==> config.mk <==
export PLATFORM = sky130hd
export DESIGN_NAME = cbpg_seq
export DESIGN_NICKNAME = d
export VERILOG_FILES = /design/src/cbpg_pkg.sv /design/src/cbpg_seq.sv
export SDC_FILE = /design/constraint.sdc
export NUM_CORES = 1
export LEC_CHECK = 0
export ABC_CLOCK_PERIOD_IN_PS = 5300
export BUFFER_PORTS_ARGS = -buffer_cell sky130_fd_sc_hd__buf_4
export CAP_MARGIN = 20
export CORE_ASPECT_RATIO = 0.5
export CORE_UTILIZATION = 63
export DETAILED_ROUTE_END_ITERATION = 8
export GPL_ROUTABILITY_DRIVEN = 0
export PLACE_DENSITY = 0.81
export SYNTH_ARGS = -nofsm -noshare
export SYNTH_HDL_FRONTEND = slang
export SYNTH_SLANG_ARGS = --single-unit
==> constraint.sdc <==
create_clock -name clk_i -period 5.3 [get_ports clk_i]
set_input_delay 0.53 -clock clk_i [delete_from_list [all_inputs] [get_ports clk_i]]
set_output_delay 0.53 -clock clk_i [all_outputs]
set_load 0.01 [all_outputs]
==> src/cbpg_pkg.sv <==
// Shared types and constants of the cubic Bezier point generator.
`timescale 1ns / 1ps

package cbpg_pkg;

  localparam int CoordBits = 16;
  localparam int FracBits  = 8;
  localparam int ResBits   = CoordBits + FracBits;
  localparam int TBits     = 16;
  localparam int CountBits = 7;
  localparam int IndexBits = 6;

  typedef logic signed [ResBits-1:0] coord_t;
  typedef logic [TBits-1:0] frac_t;

  typedef struct packed {
    logic signed [CoordBits-1:0] p0_x;
    logic signed [CoordBits-1:0] p0_y;
    logic signed [CoordBits-1:0] p1_x;
    logic signed [CoordBits-1:0] p1_y;
    logic signed [CoordBits-1:0] p2_x;
    logic signed [CoordBits-1:0] p2_y;
    logic signed [CoordBits-1:0] p3_x;
    logic signed [CoordBits-1:0] p3_y;
    logic [CountBits-1:0]        point_count;
  } cbpg_in_t;

  typedef struct packed {
    coord_t               out_x;
    coord_t               out_y;
    logic [IndexBits-1:0] point_index;
    logic                 last_point;
  } cbpg_out_t;

  typedef struct packed {
    logic                 valid;
    logic [IndexBits-1:0] index;
    logic                 last;
  } cbpg_meta_t;

endpackage

==> src/cbpg_seq.sv <==
// Point sequencer: steps k through a curve and tracks t = floor(k * 2^16 / n).
`timescale 1ns / 1ps

module cbpg_seq
  import cbpg_pkg::*;
#(
  parameter int MAX_POINTS = 64
) (
  input  logic                 clk_i,
  input  logic                 rst_ni,
  input  logic                 load_i,
  input  logic [CountBits-1:0] count_i,
  output logic                 busy_o,
  output frac_t                t_o,
  output cbpg_meta_t           meta_o
);

  localparam int CntW = $clog2(MAX_POINTS + 1);
  localparam int IdxW = (MAX_POINTS > 1) ? $clog2(MAX_POINTS) : 1;
  localparam int StepW = TBits + 1;
  localparam int unsigned TOne = 1 << TBits;

  logic [StepW-1:0] step_tab [MAX_POINTS];
  logic [CntW-1:0]  rem_tab  [MAX_POINTS];

  for (genvar g = 0; g < MAX_POINTS; g++) begin : g_tab
    localparam int unsigned StepVal = TOne / (g + 1);
    localparam int unsigned RemVal  = TOne % (g + 1);
    assign step_tab[g] = StepW'(StepVal);
    assign rem_tab[g]  = CntW'(RemVal);
  end

  logic             active_q, active_d;
  logic [CntW-1:0]  k_q, k_d;
  logic [CntW-1:0]  n_q, n_d;
  logic [StepW-1:0] acc_q, acc_d;
  logic [CntW-1:0]  r_q, r_d;
  logic [StepW-1:0] step_q, step_d;
  logic [CntW-1:0]  rem_q, rem_d;

  logic [CntW-1:0]  n_sat;
  logic [CntW-1:0]  n_m1;
  logic [IdxW-1:0]  tab_idx;
  logic [CntW:0]    r_sum;
  logic             seq_last;

  always_comb begin
    n_sat    = (count_i > CountBits'(MAX_POINTS)) ? CntW'(MAX_POINTS) : CntW'(count_i);
    n_m1     = n_sat - 1'b1;
    tab_idx  = n_m1[IdxW-1:0];
    seq_last = (k_q == CntW'(n_q - 1'b1));
    r_sum    = {1'b0, r_q} + {1'b0, rem_q};

    active_d = active_q;
    k_d      = k_q;
    n_d      = n_q;
    acc_d    = acc_q;
    r_d      = r_q;
    step_d   = step_q;
    rem_d    = rem_q;

    if (load_i) begin
      active_d = (n_sat != '0);
      k_d      = '0;
      n_d      = n_sat;
      acc_d    = '0;
      r_d      = '0;
      step_d   = step_tab[tab_idx];
      rem_d    = rem_tab[tab_idx];
    end else if (active_q) begin
      if (seq_last) begin
        active_d = 1'b0;
      end else begin
        k_d = k_q + 1'b1;
        if (r_sum >= {1'b0, n_q}) begin
          acc_d = acc_q + step_q + StepW'(1);
          r_d   = CntW'(r_sum - {1'b0, n_q});
        end else begin
          acc_d = acc_q + step_q;
          r_d   = CntW'(r_sum);
        end
      end
    end
  end

  always_ff @(posedge clk_i or negedge rst_ni) begin
    if (!rst_ni) begin
      active_q <= 1'b0;
      k_q      <= '0;
      n_q      <= '0;
      acc_q    <= '0;
      r_q      <= '0;
      step_q   <= '0;
      rem_q    <= '0;
    end else begin
      active_q <= active_d;
      k_q      <= k_d;
      n_q      <= n_d;
      acc_q    <= acc_d;
      r_q      <= r_d;
      step_q   <= step_d;
      rem_q    <= rem_d;
    end
  end

  always_comb begin
    busy_o       = active_q & ~seq_last;
    t_o          = acc_q[TBits-1:0];
    meta_o.valid = active_q;
    meta_o.index = IndexBits'(k_q);
    meta_o.last  = seq_last;
  end

endmodule

Word level (Yosys, flattened, before mapping) --
Memories as Yosys holds them, arrays and structs flattened. A register that Yosys moved wholly into a read port is not among the register bits. Cells that the tools add are included.
Operators by class: add/sub/neg operators 7, $lt $le $gt $ge 2, equal/unequal tests 2, mux-type cells 15, bitwise operators 3, reduce and logical (&&, ||, !) cells 5
Operators by type and width (count):
- two-way mux 17 bit | 4
- two-way mux 7 bit | 8
- adder 17 x 1 -> 17 bit (second input constant) | 1
- adder 17 bit | 1
- adder 7 x 7 -> 8 bit | 1
- greater-or-equal comparator 8 x 7 -> 1 bit | 1
- adder 7 x 1 -> 7 bit (second input constant) | 1
- == test 7 bit | 1
- > comparator 7 bit (second input constant) | 1
- NOT 6 -> 7 bit | 1
- nonzero test 7 bit | 1
- subtractor 7 x 1 -> 7 bit (second input constant) | 1
- subtractor 7 bit | 1
- subtractor 6 x 1 -> 6 bit (second input constant) | 1
- two-way mux 1 bit | 3
- logical NOT 1 bit | 2
- != test 2 bit (second input constant) | 1
- AND reduction 2 bit | 1
- nonzero test 2 bit | 1
- bitwise AND 1 bit | 1
- NOT 1 bit | 1
Storage, ports and cells: flip-flop bits (word level) 39, bits in read-only memories 1536, bits of input ports 10, output and inout bits 25, logic and storage cells 41, memories kept 2
Memories:
- (no name shown) | words 64, width 17, read ports 1, clocked after memory_dff 1, write ports 0, line cbpg_seq.sv:68 | step_d = step_tab[tab_idx];
- (no name shown) | words 64, width 7, read ports 1, clocked after memory_dff 1, write ports 0, line cbpg_seq.sv:69 | rem_d = rem_tab[tab_idx];

Depth between registers and ports, before layout --
Gate-level depths: netlist (run 1).
word-level depth 6, gate-level depth with buffers 17, mapped depth without buffers 17

Worst setup path before layout (run 1) --
Ideal clock, no wire load.
path type register to register, start point reg r_q[0], end point reg acc_q[15], setup time 125 ps, arrival time 3665 ps, data required time 5175 ps, path slack 1510 ps, stages on the path, launching flop included 18, path buffers 0, period minus slack after synthesis 3790 ps, cells stage by stage dfrtp_1 -> ha_1 -> fa_1 -> a21o_1 -> a21oi_1 -> o21bai_1 -> a21oi_1 -> xnor2_1 -> ha_1 -> nand4_1 -> o21ai_0 -> a21oi_1 -> nand2_1 -> or4b_4 -> nor3_4 -> a21oi_1 -> o21ai_1 -> mux2_4
Between the ends: longest elaborated chain between the ends 6
Ends and longest elaborated chain:
- start: declaration | line cbpg_seq.sv:37 | logic [CntW-1:0] r_q, r_d;
- start signal: assignment | line cbpg_seq.sv:100 | r_q <= r_d;
- adder 7 x 7 -> 8 bit | line cbpg_seq.sv:52 | r_sum = {1'b0, r_q} + {1'b0, rem_q};
- greater-or-equal comparator 8 x 7 -> 1 bit | line cbpg_seq.sv:75 | if (r_sum >= {1'b0, n_q}) begin
- two-way mux 17 bit | line cbpg_seq.sv:75
- two-way mux 17 bit | line cbpg_seq.sv:71 | if (seq_last) begin
- two-way mux 17 bit | line cbpg_seq.sv:70 | end else if (active_q) begin
- two-way mux 17 bit | line cbpg_seq.sv:62 | if (load_i) begin
- end signal: assignment | line cbpg_seq.sv:91 | acc_q <= '0;
- end signal: assignment | line cbpg_seq.sv:99 | acc_q <= acc_d;
- end: declaration | line cbpg_seq.sv:36 | logic [StepW-1:0] acc_q, acc_d;
Every way passes these cells. The select of a mux whose other input is x is not followed. A chain may end at the register's enable or synchronous reset.

Final worst setup path (run 1) --
Same ends and word-level chain as after synthesis.

==> results of run 1 <==
-- report_power, final --
part	switching (mW)	internal, mW	leakage (nW)
clock network	0.213	0.422	0.159
logic	1.09	0.778	1.96
registers	0.108	0.562	0.767
total	1.41	1.76	2.88
-- metrics by stage --
stage,util [%],std cells
global placement,68.5,842
finish,72.1,858
CTS,72.1,858
detailed placement,68.5,842
global route,72.1,858
floorplan,-,742
-- area by class of cell --
| class | count | area [µm²] |
|---|---|---|
| clock buffer | 11 | 243 |
| clock inverter | 5 | 75.1 |
| fill | 702 | 2470 |
| inverter | 27 | 101 |
| multi-input combinational | 596 | 4010 |
| sequential | 60 | 1500 |
| tap | 117 | 146 |
| timing repair buffer | 42 | 315 |
-- critical path, cell delays in order, from the launching register on --
cell	delay (ps)
dfrtp_1	380
ha_1	240
fa_1	430
a21o_1	180
a21oi_1	220
o21bai_1	90
a21oi_1	170
xnor2_1	100
ha_1	330
nand4_1	80
o21ai_0	170
a21oi_1	120
nand2_1	480
or4b_4	560
nor3_4	200
a21oi_1	100
o21ai_1	180
mux2_4	310
-- how the worst max path moves through the flow --
stage	from	to	slack (ps)	cells past startpoint
2_1_floorplan	r_q[0]	acc_q[15]	1510	17
3_3_place_gp	r_q[0]	acc_q[15]	1020	17
3_5_place_dp	r_q[0]	acc_q[15]	920	17
4_1_cts	r_q[0]	acc_q[15]	890	17
5_1_grt	r_q[0]	acc_q[15]	590	17
6_report	r_q[0]	acc_q[15]	860	17
-- layer usage --
metal / global-route usage [%] / wire (µm) / vias to the layer above
met5: 0 / 0 / -
li1: - / - / 2663
met4: 9.74 / 265 / 0
met3: 6.45 / 1580 / 38
met2: 52.4 / 6910 / 312
met1: 50.0 / 7430 / 2668
-- cells in the final DEF (no fill, tap or decap), types with 11 or more instances in the layout --
master     n
buf_4     42
o22ai_1   12
o21ai_0   56
ha_1      44
nand3_1   29
nor2_1    70
inv_1     26
a31oi_1   11
a21oi_1   63
a211oi_1  24
xor2_1    27
xnor2_1   27
dfrtp_1   60
o211ai_1  11
nand2_1   70
-- flip-flops by register name, indices dropped and copies added (netlist names) --
register  count
r_q           7
k_q           7
n_q           7
rem_q         6
active_q      1
acc_q        16
step_q       16
-- kinds of logic after synthesis --
kind of cell | synth area share [%]
buf+inv | 6.32
xor+xnor | 9.05
simple gates | 19.3
fa+ha+maj | 10.4
compound gates | 26.6
mux | 2.73
flops | 25.6
==> out/summary.md, run 1 <==
In this run, synthesis inferred 0 flip-flops with an integrated enable. Clock tree synthesis selected as its root buffer the cell clkbuf_16. The arrival time at the worst endpoint is 4670 ps, and the cell area power density is 497 nW/µm². In the post-synthesis netlist, the biggest area contributors are dfrtp_1 26%, ha_1 9.4%, a21oi_1 5.4%.

The worst setup path is captured at a flop. A synthesized cell averages 7.90 µm². The fmax came out at 225 MHz. At the pin with the least slew margin, the transition time is 877 ps.

The worst hold path belongs to the class input port to async pin. The post-route DRC violation count was 14; the final worst-path setup slack was 855 ps. The logs give 60 for the number of clock sinks and 34.5% for the total global routing track utilization. The initial antenna violation count is 0. The run gives 26200 µm as the global-route wire length before repair.

For this run, the number of Yosys warnings is 0. The minimum clock period is 4440 ps, and the total nets after synthesis is 799. The synthesized design contains 60 register bits. Dividing the detail-routed wire length by the instance count gives 18.9 µm. For this run the aggregate overflow at the end of global routing stands at 0. During I/O placement, the number of pins put on the boundary was 35. The relative slew slack is 41.4%, and the total standard cell area after synthesis is 5860 µm². The number of DRC markers in iteration 0 was 684. For this run, the leading register cell type out of synthesis is dfrtp_1. OpenSTA, run right after detailed placement, puts the worst setup slack at 922 ps. The ratio of routed vias to standard cells came out at 6.62.

The critical path in this run is classified as flop to flop. The clock passes through at most 2 buffers. The floorplan has 24 rows.

The overall die width is 138 µm, and the number of distinct library cells after synthesis is 72. The die covers 9710 µm². The run gives 0.216 mV as the largest voltage drop on the vdd net. Worst flop-to-flop path startpoint: r_q[0]. The tools report the total routed wirelength as 16200 µm. The net count of the finished layout was 793; the number of resized instances in the post-cts repair step was 0. Of the cells placed in the final design, the portion with a size suffix greater than 1 is 11.9%. The tools report the number of buffers inserted during clock tree synthesis as 9. The startpoint type of the worst setup path was a flop. The commonest cells after synthesis are 70 x nand2_1, 70 x nor2_1, 63 x a21oi_1, 60 x dfrtp_1, 56 x o21ai_0.

Setup repair after global routing left no endpoint under its margin. The tools report the count of maximum capacitance violations as 0. The leakage component of the power came out at 2.88 nW.

The tools report the number of iterations in the first detailed-routing pass as 8. The cell type contributing the most total cell area after synthesis is dfrtp_1. Compared with the post-synthesis result, the final layout area differs by 9.05%. The design draws 3.17 mW. The checks that failed: DRC. The share of synthesized area in the top cell type comes to 25.6%. The antenna diode count is 0, and the register-to-register setup slack is 860 ps. The run gives 742 as the synthesized instance count.

The total area inside the core boundary comes to 8860 µm². The cell area after placement is 6070 µm², and the initial standard-cell utilization of the core is 66.1%. Clock latency on the worst-skew pair, taken at its later pin, is 330 ps. The final setup violation count came out at 0. Entering global routing, the biggest net connects 85 pins. The path depth of the worst reg2reg path came out at 17. Hold timing on the final database bottoms out at a slack of 258 ps.

The number of port buffers came out at 34. In this run the critical register-to-register path is captured at acc_q[15]. Hold repair after CTS inserted 0 buffers. The via count of the routed design is 5681, and the detailed placer's ending HPWL is 11200 µm.

The number of global-route vias before repair is 5019, and the proportion of register bits with asynchronous set or reset after synthesis is 100%. The run finished, with violations left. The final-report max-slew violation count came out at 0. The count of endpoints failing hold in the final timing report was 0; the clock slew seen by the registers of the worst setup and hold paths was 60 ps. For the final-layout setup total negative slack, the log shows 0 ps. The period utilization works out to 83.9%. The tools report the largest clock skew in the final design as 5.63 ps. TritonCTS built the clock tree. Buffers added to address setup during post-CTS repair amount to 0. Along the worst path, the maximum fanout reaches 18. The die is 70.2 µm tall. The finished layout cell area is 6390 µm², and the total number of H-tree levels is 3. The share of the Yosys chip area taken by registers is 25.6%. In this run the remaining antenna-violating nets after routing total 0. For the worst setup path, the data required time is 5520 ps.
Power figures use the tool's default switching activity.
==> run 2: changes to the inputs <==
--- a/config.mk
+++ b/config.mk
@@ -5,7 +5,7 @@
 export SDC_FILE = /design/constraint.sdc
 export NUM_CORES = 1
 export LEC_CHECK = 0
-export ABC_CLOCK_PERIOD_IN_PS = 5300
+export ABC_CLOCK_PERIOD_IN_PS = 4200
 export BUFFER_PORTS_ARGS = -buffer_cell sky130_fd_sc_hd__buf_4
 export CAP_MARGIN = 20
 export CORE_ASPECT_RATIO = 0.5
==> constraint.sdc (replaced) <==
create_clock -name clk_i -period 4.2 [get_ports clk_i]
set_input_delay 0.42 -clock clk_i [delete_from_list [all_inputs] [get_ports clk_i]]
set_output_delay 0.42 -clock clk_i [all_outputs]
set_load 0.01 [all_outputs]
==> run 2 against run 1 <==
Effect of this change: the run still ends with DRC left; critical endpoint unchanged; largest power group unchanged; utilization increased by 0.099 points; global-route usage is 0.50 points higher; via count rose by 0.58%; setup slack lost 630 ps; clock-buffer cell count fell by 1; clock power increased by 9.1%; final cell count up 0.47%; cell area up 0.14%.
==> out/summary.md, run 2 (synthesis results as in run 1) <==
The flow ran to the end, but the final reports show violations. The final reports fail on DRC. The setup path with the least slack is of type flop to flop. The period utilization works out to 94.7% (+11 points).

The signal on the critical path passes through ha_1 -> fa_1 -> a21o_1 -> a21oi_2 -> o21bai_1 -> a21oi_1 -> xnor2_1 -> ha_1 -> nand4_1 -> o21ai_1 -> a21oi_2 -> nand2_1 -> or4b_4 -> nor3_4 -> a21oi_1 -> o21ai_1 -> mux2_4. The run gives 0 (unchanged) as the final setup violation count. The initial antenna violation count was 0 (unchanged). The I/O pin total is 35 (unchanged).

For the post-route DRC violation count, the log shows 14 (unchanged). The area growth from synthesis to layout is 9.20%. The logs give 797 (+0.50%) for the net count of the finished layout and 24 (unchanged) for the number of rows in the core area.

For the largest voltage drop on the vdd net, the log shows 0.325 mV (+50%). Final-report max-slew violation count: 0 (unchanged). The cell class contributing the biggest share of worst-path delay was compound AO/OA/AOI/OAI gates.

Total number of H-tree levels: 3 (unchanged). Setup repair after global routing left no endpoint under its margin. The latest clock arrival within the worst-skew pair is 340 ps (about the same), and the clock slew seen by the registers of the worst setup and hold paths is 60 ps (about the same). Share of layout cells above drive strength 1: 12.8% (+0.88 points). The antenna diode count was 0 (unchanged); the ratio of routed vias to standard cells was 6.63 (+0.11%). Global-route wire length before repair: 26700 µm (+2.1%).

Leaving out fill and tap cells, the most frequent cells in the layout are 70 x nand2_1, 70 x nor2_1, 61 x a21oi_1, 60 x dfrtp_1, 55 x o21ai_0. TritonCTS built the clock tree. The number of resized instances in the post-cts repair step was 0 (unchanged); the number of buffers inserted during clock tree synthesis was 9 (unchanged). The number of buffers inserted by post-CTS setup repair came out at 0 (unchanged). The overall die width came out at 138 µm (unchanged).

The average wire length per cell after detail routing works out to 18.9 µm (+0.24%). The tools report the required time at the worst-slack endpoint as 4420 ps (-1100 ps). The final-layout setup total negative slack is 0 ps (unchanged), and the detailed placer's ending HPWL is 11500 µm (+3.1%). The tools report the area of the multi-input gates as 4020 µm² (+0.34%). Path category of the worst min-delay check: input port to async pin.

For the count of endpoints failing hold in the final timing report, the log shows 0 (unchanged). The tools report the startpoint type of the worst setup path as a flop. The minimum clock period came out at 3980 ps (-467 ps). The measured slew at the worst slew-check pin is 802 ps (-75.0 ps). The number of global-route vias before repair was 5147 (+2.6%).

The sequential cell area is 1500 µm² (unchanged), and the fmax is 251 MHz (+12%). The run gives 46.5% (+5.1 points) as the relative slew slack. For this design, the slowest cell found on the critical path is or4b_4. The initial standard-cell utilization of the core is 66.1% (unchanged). For the total global routing track utilization, the log shows 35.0% (+0.50 points). The full die area is 9710 µm² (unchanged). For the number of clock sinks, the log shows 60 (unchanged).

The global-route congestion overflow total is 0 (unchanged). The tools report the final hold slack as 141 ps (-117 ps). Count of maximum capacitance violations: 0 (unchanged). The via count of the routed design was 5714 (+0.58%). The placeable core region was 8860 µm² (unchanged). STA classifies the critical path endpoint as a flop. The tools report the number of fill cells in the layout as 701 (-0.14%). The remaining antenna violation count came out at 0 (unchanged). The largest clock skew in the final design came out at 6.71 ps (+1.08 ps). The arrival time at the worst endpoint was 4200 ps (-470 ps); the number of port buffers was 34 (unchanged). The highest cell delay on the worst timing path is 490 ps (-70 ps). The maximum clock path buffer count was 2 (unchanged).

The cell area power density works out to 622 nW/µm² (+25%). The number of buffer and inverter stages on the critical path is 0 (unchanged), and the die height is 70.2 µm (unchanged). The total routed wirelength came out at 16300 µm (+0.71%). The run gives 6400 µm² (+0.14%) as the finished layout cell area.

The root buffer cell chosen for the clock tree is clkbuf_16. The tools report the number of DRC markers in iteration 0 as 612 (-11%). The cell area after placement was 6100 µm² (+0.49%); the leakage component of the power was 2.88 nW (-0.29%). In the final layout, the registers with the most flip-flops are acc_q x16, step_q x16. The logs give 0 (unchanged) for the number of buffers inserted for hold repair after clock tree synthesis and 7 (-1) for the number of iterations in the first detailed-routing pass.

The run gives 85 (unchanged) as the largest net degree at the start of global routing. The maximum fanout encountered on the critical timing path came out at 5 (-13).
==> run 2: path summary, 6_finish.rpt <==
kind | startpoint | endpoint | slack [ps] | cells past startpoint
worst max-delay path | r_q[0] | acc_q[15] | 220 | 17
worst min-delay path | rst_ni | acc_q[5] | 140 | 1
worst max register to register | r_q[0] | acc_q[15] | 220 | 17
worst min register to register | rem_q[0] | rem_q[0] | 540 | 2
max in group asynchronous | rst_ni | n_q[6] | 3550 | 1
min in group clk_i | count_i[5] | active_q | 420 | 3
==> run 2: worst reg2reg max path, stage by stage, from the launching register on <==
cell and delay [ps]:
dfrtp_1 380, ha_1 250, fa_1 430, a21o_1 190
a21oi_2 170, o21bai_1 80, a21oi_1 180, xnor2_1 110
ha_1 320, nand4_1 90, o21ai_1 230, a21oi_2 100
nand2_1 110, or4b_4 490, nor3_4 180, a21oi_1 90
o21ai_1 170, mux2_4 310
==> run 2: per-layer routing <==
metal | global-route usage (%) | wire [µm]
met5 | 0 | 0
met4 | 10.9 | 332
met1 | 51.2 | 7510
met2 | 51.8 | 6860
met3 | 6.93 | 1610
==> run 2: power breakdown <==
group | internal, mW | switching (mW)
combinational | 1.02 | 1.43
clock | 0.404 | 0.289
sequential | 0.709 | 0.135
total | 2.13 | 1.85
==> run 2: metrics by stage <==
step                instances  worst slack [ps]  utilization, %  total power, mW
detailed placement        846               203            68.9             3.16
floorplan                 742               410               -             2.59
finish                    862               222            72.2             3.98
CTS                       862               162            72.0             3.89
global route              862              47.6            72.2             4.25
global placement          846               372            68.9             3.07
==> run 2: layout make-up <==
class | instances | share of cell area [%]
clock buffers | 10 | 3.58
clock inverters | 6 | 0.782
inverters | 27 | 1.58
multi-input cells | 596 | 62.8
flip-flops and latches | 60 | 23.5
well taps | 117 | 2.29
repair buffers | 46 | 5.46
==> run 3: changes to the inputs <==
--- a/config.mk
+++ b/config.mk
@@ -5,14 +5,15 @@
 export SDC_FILE = /design/constraint.sdc
 export NUM_CORES = 1
 export LEC_CHECK = 0
-export ABC_CLOCK_PERIOD_IN_PS = 4200
+export ABC_CLOCK_PERIOD_IN_PS = 4700
 export BUFFER_PORTS_ARGS = -buffer_cell sky130_fd_sc_hd__buf_4
 export CAP_MARGIN = 20
 export CORE_ASPECT_RATIO = 0.5
-export CORE_UTILIZATION = 63
+export CORE_MARGIN = 2
+export CORE_UTILIZATION = 65
 export DETAILED_ROUTE_END_ITERATION = 8
 export GPL_ROUTABILITY_DRIVEN = 0
-export PLACE_DENSITY = 0.81
+export PLACE_DENSITY = 0.83
 export SYNTH_ARGS = -nofsm -noshare
 export SYNTH_HDL_FRONTEND = slang
 export SYNTH_SLANG_ARGS = --single-unit
==> constraint.sdc (replaced) <==
create_clock -name clk_i -period 4.7 [get_ports clk_i]
set_input_delay 0.47 -clock clk_i [delete_from_list [all_inputs] [get_ports clk_i]]
set_output_delay 0.47 -clock clk_i [all_outputs]
set_load 0.01 [all_outputs]
==> run 3 against run 2 <==
Effect of this change: the flow now finishes without violations; critical path depth unchanged; combinational power down 12%; flip-flop and latch count unchanged; utilization up 0.98 points; setup slack better by 400 ps; die area up 1.3%; sequential share of layout area about the same; non-clock buffer count down 3; maximum frequency down 2.6%; sequential power down 10%; clock-buffer cell count up 1; critical path type unchanged; critical endpoint unchanged; largest cell class unchanged.
==> out/summary.md, run 3 (synthesis results as in run 1) <==
The run finished with clean final reports. The startpoint type of the worst setup path was a flop. Traced cell by cell, the critical path runs through ha_1 -> fa_1 -> a21o_1 -> a21oi_1 -> o21bai_1 -> a21oi_1 -> xnor2_1 -> ha_1 -> nand4_1 -> o21ai_0 -> a21oi_1 -> nand2_1 -> or4b_4 -> nor3_4 -> and3_1 -> o21ai_1 -> mux2_4. The tools report the number of DRC markers in iteration 0 as 718 (+17%). The relative slew slack was 46.2% (-0.29 points). The overall die width works out to 138 µm (about the same).

The critical path in this run is classified as flop to flop. The run gives 21.0% (-0.2 points) as the sequential cell fraction of total power. The tools report the total number of H-tree levels as 3 (unchanged).

The element type at the critical path end is a flop. The tools report the number of rows in the core area as 24 (unchanged). The remaining antenna violation count was 0 (unchanged); the synthesis-to-layout area growth was 9.18% (about the same).

For the detailed placer's ending HPWL, the log shows 11400 µm (-1.2%). The cell class contributing the biggest share of worst-path delay was compound AO/OA/AOI/OAI gates. The total global routing track utilization is 33.9% (-1.1 points), and the initial antenna violation count is 0 (unchanged). The run gives 2.00 mW (-5.9%) as the internal power of the cells.

The placeable core region is 8740 µm² (-1.4%), and the largest voltage drop on the vdd net is 0.399 mV (+23%). The critical path depth is 17 (unchanged). The period utilization came out at 86.9% (-7.8 points).

The critical path starts at r_q[0]. The count of endpoints failing hold in the final timing report is 0 (unchanged). The register-to-register setup slack is 620 ps (+400 ps), and the number of buffer and inverter stages on the critical path is 0 (unchanged). The latest clock arrival within the worst-skew pair is 330 ps (about the same), and the fraction of power spent switching nets is 44.4% (-2.1 points). The full die area came out at 9840 µm² (+1.3%). The fmax is 245 MHz (-2.6%). The average wire length per cell after detail routing was 18.9 µm (-0.24%); the final core utilization was 73.2% (+0.98 points). In this run the worst setup path terminates at acc_q[15]. Setup repair after global routing left no endpoint under its margin.

The run gives 5 (-2) as the number of iterations in the first detailed-routing pass. The leakage component of the power came out at 2.89 nW (+0.46%). The tools report the net count of the finished layout as 794 (-0.38%). The tree is rooted in a clkbuf_16. The number of port buffers was 34 (unchanged). TritonCTS built the clock tree. The count of maximum capacitance violations is 0 (unchanged), and the clock slew seen by the registers of the worst setup and hold paths is 50 ps (about the same). The die height works out to 71.1 µm (+1.3%). The run gives 9 (unchanged) as the number of buffers inserted during clock tree synthesis. The number of buffers inserted by post-CTS setup repair is 0 (unchanged). The initial standard-cell utilization of the core is 67.1% (+0.91 points). The run gives 0 (unchanged) as the global-route congestion overflow total.

The run gives 19.7% (+2.3 points) as the portion of total power attributed to the clock network. The tools report the number of resized instances in the post-cts repair step as 0 (unchanged). In this run the critical register-to-register path is captured at acc_q[15]. The largest registers in the layout are acc_q x16, step_q x16. The startpoint identified for the worst register-to-register timing path is r_q[0]. The final-report max-slew violation count was 0 (unchanged).

Cell area power density: 563 nW/µm² (-9.4%). The highest cell delay on the worst timing path is 480 ps (about the same). Cell with the largest stage delay on the worst path: or4b_4.

The arrival time at the worst endpoint is 4300 ps (+100 ps), and the largest net degree at the start of global routing is 85 (unchanged). The minimum clock period is 4080 ps (+105 ps), and the largest clock skew in the final design is 5.84 ps (-0.872 ps). The tools report the switching power summed over all nets as 1.60 mW (-13%). Number of global-route vias before repair: 5197 (+0.97%). The via count of the routed design was 5782 (+1.2%). The post-route DRC violation count is 0 (-14), and the maximum fanout encountered on the critical timing path is 5 (unchanged). The tools report the final setup violation count as 0 (unchanged). The most numerous cell type found on the critical path is a21oi_1.

The path category of the worst min-delay check was input port to async pin. Measured slew at the worst slew-check pin: 806 ps (+4.36 ps). The final-layout setup total negative slack came out at 0 ps (unchanged).

The I/O pin total was 35 (unchanged); the global-route wire length before repair was 26800 µm (+0.42%). The maximum clock path buffer count was 2 (unchanged). The total routed wirelength came out at 16200 µm (-0.58%).

For the required time at the worst-slack endpoint, the log shows 4910 ps (+490 ps). The path depth of the worst reg2reg path works out to 17 (unchanged). The share of layout cells above drive strength 1 was 12.0% (-0.76 points). The number of buffers inserted for hold repair after clock tree synthesis was 0 (unchanged). The antenna diode count came out at 0 (unchanged).

In the layout the commonest cells are 70 x nand2_1, 70 x nor2_1, 63 x a21oi_1, 60 x dfrtp_1, 56 x o21ai_0. The ratio of routed vias to standard cells came out at 6.73 (+1.5%). The proportion of power drawn by combinational gates was 59.3% (-2.1 points).

The tools report the number of clock sinks as 60 (unchanged).
run 3: final cells by class:
class                           instances  area [µm²]
Tap cell                              117         146
Inverter                               27         101
Multi-Input combinational cell        596        4010
Clock inverter                          5        75.1
Timing Repair Buffer                   43         323
Sequential cell                        60        1500
Clock buffer                           11         243
Fill cell                             649        2340
run 3: routing by layer:
layer / track usage (%) / share of wire [%] / vias up
met3: 4.81 / 11 / 44
met5: 0 / 0 / -
met4: 10.1 / 2.2 / 0
met2: 52.8 / 43 / 346
met1: 49.7 / 44 / 2721
li1: - / - / 2671
run 3: worst register-to-register path, delay by kind of cell (launching register included):
family	cells	cell delay [ps]
compound gates	7	1130
xor+xnor	1	100
fa+ha+maj	3	980
flops	1	380
mux	1	330
simple gates	5	1040
run 3: worst min-delay path by stage:
| stage | from | end | slack, ps | cells past startpoint |
|---|---|---|---|---|
| global placement | rem_q[0] | rem_q[0] | 520 | 2 |
| detailed placement | rem_q[4] | rem_q[4] | 530 | 2 |
| floorplan | rst_ni | acc_q[0] | 170 | 0 |
| global route | rst_ni | active_q | 280 | 1 |
| CTS | rst_ni | active_q | 240 | 1 |
| finish | rst_ni | active_q | 200 | 1 |
run 3: through the flow:
| stage | std cells | area (µm²) | hold slack [ps] | worst slack [ps] | total power [mW] |
|---|---|---|---|---|---|
| 2_1_floorplan | 742 | 5860 | 174 | 910 | 2.32 |
| 3_3_place_gp | 843 | 6080 | 519 | 875 | 2.75 |
| 3_5_place_dp | 843 | 6080 | 532 | 733 | 2.81 |
| 4_1_cts | 859 | 6400 | 238 | 666 | 3.56 |
| 5_1_grt | 859 | 6400 | 278 | 363 | 3.84 |
| 6_report | 859 | 6400 | 201 | 617 | 3.60 |
run 3: power by group through the flow:
stage / sequential (mW) / clock, mW / combinational [mW]
finish: 0.757 / 0.709 / 2.14
global route: 0.768 / 0.733 / 2.34
CTS: 0.752 / 0.712 / 2.10
detailed placement: 0.757 / 0 / 2.06
global placement: 0.751 / 0 / 1.99
floorplan: 0.739 / 0 / 1.58
